==> src/rtl/core/assert_macros.svh <==
// Assertion helpers shared by the RTL. Each use stands on a line of its own.
`ifndef ASSERT_MACROS_SVH
`define ASSERT_MACROS_SVH

// Same-cycle implication, checked outside reset.
`define ASSERT_SAME(label, clk, rst, ante, cons) \
   label: assert property (@(posedge clk) disable iff (rst) (ante) |-> (cons)) \
      else $error("same-cycle check failed");

// Next-cycle implication, checked outside reset.
`define ASSERT_NEXT(label, clk, rst, ante, cons) \
   label: assert property (@(posedge clk) disable iff (rst) (ante) |=> (cons)) \
      else $error("next-cycle check failed");

`endif

==> src/rtl/core/pdf_pkg.sv <==
package pdf_pkg;

   // Slots are taken from the low bits of the id, so the depth is a power of two.
   localparam int TABLE_ENTRIES = 16384;
   localparam int SLOT_W        = $clog2(TABLE_ENTRIES);
   localparam int ID_W          = 64;
   localparam int PORT_W        = 16;

   localparam logic [15:0]       ETHERTYPE_IPV4 = 16'h0800;
   localparam logic [7:0]        PROTO_UDP      = 8'd17;
   localparam logic [PORT_W-1:0] RESET_PORT     = 16'd34254;

   typedef logic [1:0] reason_type;

   localparam reason_type REASON_UNMATCHED = 2'd0;
   localparam reason_type REASON_ACCEPTED  = 2'd1;
   localparam reason_type REASON_STALE     = 2'd2;

   typedef struct packed {
      logic clear;
      logic accept;
      logic commit;
   } ctrl_cmd_type;

   typedef struct packed {
      logic clear_last;
      logic out_free;
   } ctrl_status_type;

endpackage

==> src/rtl/core/pdf_ctrl.sv <==
`include "assert_macros.svh"

module pdf_ctrl (
   input  logic                     clock,
   input  logic                     reset,
   input  logic                     req_valid,
   output logic                     req_ready,
   input  pdf_pkg::ctrl_status_type status,
   output pdf_pkg::ctrl_cmd_type    cmd
);

   localparam logic [1:0] ST_CLEAR  = 2'd0;
   localparam logic [1:0] ST_IDLE   = 2'd1;
   localparam logic [1:0] ST_LOOKUP = 2'd2;

   logic [1:0] state_ff;
   logic [1:0] state_in;

   always_comb begin
      state_in   = state_ff;
      req_ready  = 1'b0;
      cmd.clear  = 1'b0;
      cmd.accept = 1'b0;
      cmd.commit = 1'b0;
      unique case (state_ff)
         ST_CLEAR: begin
            cmd.clear = 1'b1;
            if (status.clear_last) begin
               state_in = ST_IDLE;
            end
         end
         ST_IDLE: begin
            req_ready  = 1'b1;
            cmd.accept = req_valid;
            if (req_valid) begin
               state_in = ST_LOOKUP;
            end
         end
         ST_LOOKUP: begin
            // The verdict waits here while the previous one still sits unread.
            cmd.commit = status.out_free;
            if (status.out_free) begin
               state_in = ST_IDLE;
            end
         end
         default: begin
            state_in = ST_CLEAR;
         end
      endcase
   end

   always_ff @(posedge clock) begin
      if (reset) begin
         state_ff <= ST_CLEAR;
      end else begin
         state_ff <= state_in;
      end
   end

   `ASSERT_SAME(a_no_accept_while_clearing, clock, reset, state_ff == ST_CLEAR, !cmd.accept)
   `ASSERT_NEXT(a_accept_goes_to_lookup, clock, reset, cmd.accept, state_ff == ST_LOOKUP)
   `ASSERT_NEXT(a_commit_returns_idle, clock, reset, cmd.commit, state_ff == ST_IDLE && req_ready)

endmodule

==> config.mk <==
export PLATFORM = sky130hd
export DESIGN_NAME = pdf_ctrl
export DESIGN_NICKNAME = d
export VERILOG_FILES = /design/src/rtl/core/pdf_pkg.sv /design/src/rtl/core/pdf_ctrl.sv
export VERILOG_INCLUDE_DIRS = /design/src /design/src/rtl/core
export SDC_FILE = /design/constraint.sdc
export NUM_CORES = 1
export LEC_CHECK = 0
export BUFFER_PORTS_ARGS = -buffer_cell sky130_fd_sc_hd__buf_2
export CAP_MARGIN = 20
export CORE_AREA = 2 2 39 41
export CTS_CLUSTER_SIZE = 28
export DETAILED_ROUTE_END_ITERATION = 8
export DIE_AREA = 0 0 41 43
export PLACE_DENSITY = 0.37
export RECOVER_POWER = 100
export SYNTH_ARGS = -nofsm -noshare
export SYNTH_HDL_FRONTEND = slang
export SYNTH_SLANG_ARGS = --single-unit
==> constraint.sdc <==
create_clock -name clock -period 1.94 [get_ports clock]
set_clock_uncertainty 0.05 [all_clocks]
set_input_delay 0.388 -clock clock [delete_from_list [all_inputs] [get_ports clock]]
set_output_delay 0.388 -clock clock [all_outputs]
set_load 0.01 [all_outputs]
Word-level counts from Yosys, hierarchy flattened
Cells that the tools add are included.
- register bits after elaboration: 2
- output and inout bits: 4
- logic and storage cells: 16
- eq/ne operators: 5
- mux-type cells: 8
- reduce and logical (&&, ||, !) cells: 2
- operator list (cell ; count):
    $mux W2 ; 3
    $ne A2 B2 Y1 const B ; 3
    $pmux W2 S3 ; 1
    $mux W1 ; 4
    $reduce_and A3 Y1 ; 1
    $eq A2 B1 Y1 const B ; 1
    $eq A2 B2 Y1 const B ; 1
    $logic_not A2 Y1 ; 1

Logic depth before layout (Yosys ltp)
- depth in word-level cells: 3
- depth in mapped cells: 3
- depth with buffers taken out: 3

Least setup slack after synthesis
Ideal clock, no wire load.
- kind: flip-flop to output port
- start point: reg state_ff[1]
- end point: out cmd[0] (netlist bit)
- arrival: 0.686 ns
- setup slack: 0.816 ns
- cell stages (with the launch flop): 3
- cell sequence: dfxtp_1 -> inv_1 -> nor2_1
- RTL lines (element ; line ; RTL):
    from (decl) ; pdf_ctrl.sv:16 ; logic [1:0] state_ff;
    from (signal assigned) ; pdf_ctrl.sv:56 ; state_ff <= state_in;
    to (decl) ; pdf_ctrl.sv:9 ; output pdf_pkg::ctrl_cmd_type cmd

==> flow_metrics.env <==
export IMPL_worstReg2RegEnd="state_ff[1]"
export IMPL_synth_seq_area_share_pct=32.7
export IMPL_drv_slew=0
export IMPL_clk_pin_slew_ns=0.03
export IMPL_run_status="finished clean"
export IMPL_ff2ff_path_depth=3
export IMPL_ys_types=10
export IMPL_coreArea_um2=1380
export IMPL_final_util_pct=13.5
export IMPL_gp_congestion=0.565
export IMPL_cts_buffers=3
export IMPL_grt_pass1_vias=140
export IMPL_port_buffers=8
export IMPL_postCtsSetupRepairBufs=0
export IMPL_cp_required_ns=1.50
export IMPL_cts_path_max_buffers=2
export IMPL_max_freq_mhz=703
export IMPL_routed_wirelength_um=321
export IMPL_drcViolationCount=0
export IMPL_setup_violations=0
export IMPL_final_hold_viol_count=0
export IMPL_ios=9
export IMPL_startpoint="state_ff[1]"
export IMPL_viasPerCell=3.02
export IMPL_nets=33
export IMPL_grt_overflow_total=0
export IMPL_diodes=0
export IMPL_synth_avg_cell_area_um2=8.17
export IMPL_cts_tree="yes"
export IMPL_ctsHoldBuffers=0
export IMPL_antenna_found_initial=0
export IMPL_tightestPinTransition_ns=0.196
export IMPL_drive_above_1_share_pct=34.6
export IMPL_path_cells="inv_1 -> nor2_1 -> clkbuf_1"
export IMPL_die_area_um2=1760
export IMPL_ys_seq_elements=2
export IMPL_period_needed_ns=1.42
export IMPL_critical_path_class="register to primary output"
export IMPL_holdPathEnd="state_ff[1]"
export IMPL_r2r_start="state_ff[0]"
export IMPL_r2r_slack_ns=1.03
export IMPL_maxCapViolCount=0
export IMPL_syn_inst=15
export IMPL_crit_fanout=6
export IMPL_drt_initial_drc_count=1
export IMPL_cts_resized=0
export IMPL_synthesis_nets=20
export IMPL_yosys_warnings=0
export IMPL_start_kind="register"
export IMPL_num_rows=14
export IMPL_clock_sinks=2
export IMPL_fin_setup_tns_ns=0
export IMPL_hold_depth=2
export IMPL_slew_headroom_pct=86.8
export IMPL_gr_usage_all_layers_pct=5.11
export IMPL_initial_core_util_pct=8.86
export IMPL_worstPathBufferInverterCount=2
export IMPL_die_h_um=43
export IMPL_arrival_ns=0.98
export IMPL_peakVddDrop_mv=0.245
export IMPL_critPathMaxStageDelay_ns=0.41
export IMPL_first_pass_iters=2
export IMPL_min_from="reset"
export IMPL_netlist_area_um2=123
export IMPL_largest_reg_flops=2
export IMPL_fin_crit_sh_pct=73.3
export IMPL_area_growth_syn_to_layout_pct=52.0
export IMPL_largest_register="state_ff"
export IMPL_hold_path_class="input port to register"
export IMPL_wl_per_cell_um=7.64
export IMPL_endpoint_kind="primary output"
export IMPL_p_leak_nw=0.0845
export IMPL_cp_slowest_cell="dfxtp_1"
export IMPL_vias=127
export IMPL_grt_start_max_net_pins=7
export IMPL_root_buffer="clkbuf_4"
export IMPL_power_density_nw_per_um2=912
export IMPL_top_regs="state_ff x2"
export IMPL_clock_latency_ns=0.22
export IMPL_h_tree_depth=1
export IMPL_grt_pass1_wl_um=552
export IMPL_rsz0062_at_grt="no"
export IMPL_die_w_um=41
export IMPL_ant_nets=0
export IMPL_crit_family="flip-flops"
==> per-stage QoR <==
| step | power, mW | setup slack [ns] | std cells | cell area, µm² | hold slack (ns) |
|---|---|---|---|---|---|
| after global placement | 0.0865 | 0.705 | 39 | 183 | 0.525 |
| final | 0.170 | 0.518 | 42 | 186 | 0.294 |
| after detailed placement | 0.0861 | 0.711 | 39 | 183 | 0.527 |
| after global routing | 0.179 | 0.413 | 42 | 186 | 0.298 |
| after floorplan | 0.0713 | 0.816 | 15 | 123 | 0.410 |
| after CTS | 0.184 | 0.464 | 42 | 205 | 0.288 |
==> where the power goes <==
part	switching (mW)	internal [mW]
clock	0.0236	0.0682
sequential	0.00480	0.0448
combinational	0.0152	0.0134
total	0.0436	0.126
==> worst max path at each step <==
stage	to	slack (ns)	cells past startpoint
after global routing	cmd[0]	0.41	3
after floorplan	cmd[0]	0.82	2
final	cmd[0]	0.52	3
after global placement	cmd[0]	0.71	3
after detailed placement	cmd[0]	0.71	3
after CTS	cmd[0]	0.46	3
==> cells by family after synthesis <==
kind of cell	share of synthesized area (%)
flops	32.7
compound gates	23.5
simple gates	40.8
buf+inv	3.06
==> per-layer routing <==
layer	GRT usage [%]	part of all wire, %	up-vias
met3	1.57	10	0
met2	5.00	38	9
met1	6.37	51	47
met4	8.00	0	0
met5	0	0	-
li1	-	-	71
==> worst reg2reg max path, delay by kind of cell, from the launching register on <==
kind	cells	cell delay, ns
AOI/OAI and AO/OA	1	0.10
DFF	1	0.40
and+or+nand+nor	2	0.30
==> layout make-up <==
type                       count  area (µm²)
clock buffer                   3        22.5
fill                         157        1200
inverter                       1        3.75
multi-input combinational     12        63.8
sequential                     2        40.0
tap                           16        20.0
timing repair buffer           8        36.3
==> synthesized netlist by cell type <==
cell type | count | area [µm²]
o21ai_0 | 1 | 5.00
a21oi_2 | 1 | 8.76
a21o_1 | 1 | 7.51
nor2b_4 | 1 | 13.8
nor2_1 | 5 | 18.8
nand2b_4 | 1 | 13.8
inv_1 | 1 | 3.75
nand2_1 | 1 | 3.75
a22oi_1 | 1 | 7.51
dfxtp_1 | 2 | 40.0
==> placed cells by master (no fill, tap or decap), drive strengths merged <==
master  n
a21o    1
a21oi   1
a22oi   1
buf     5
clkbuf  6
dfxtp   2
inv     1
nand2   1
nand2b  1
nor2    5
nor2b   1
o21ai   1
(Power assumes the default switching activity.)
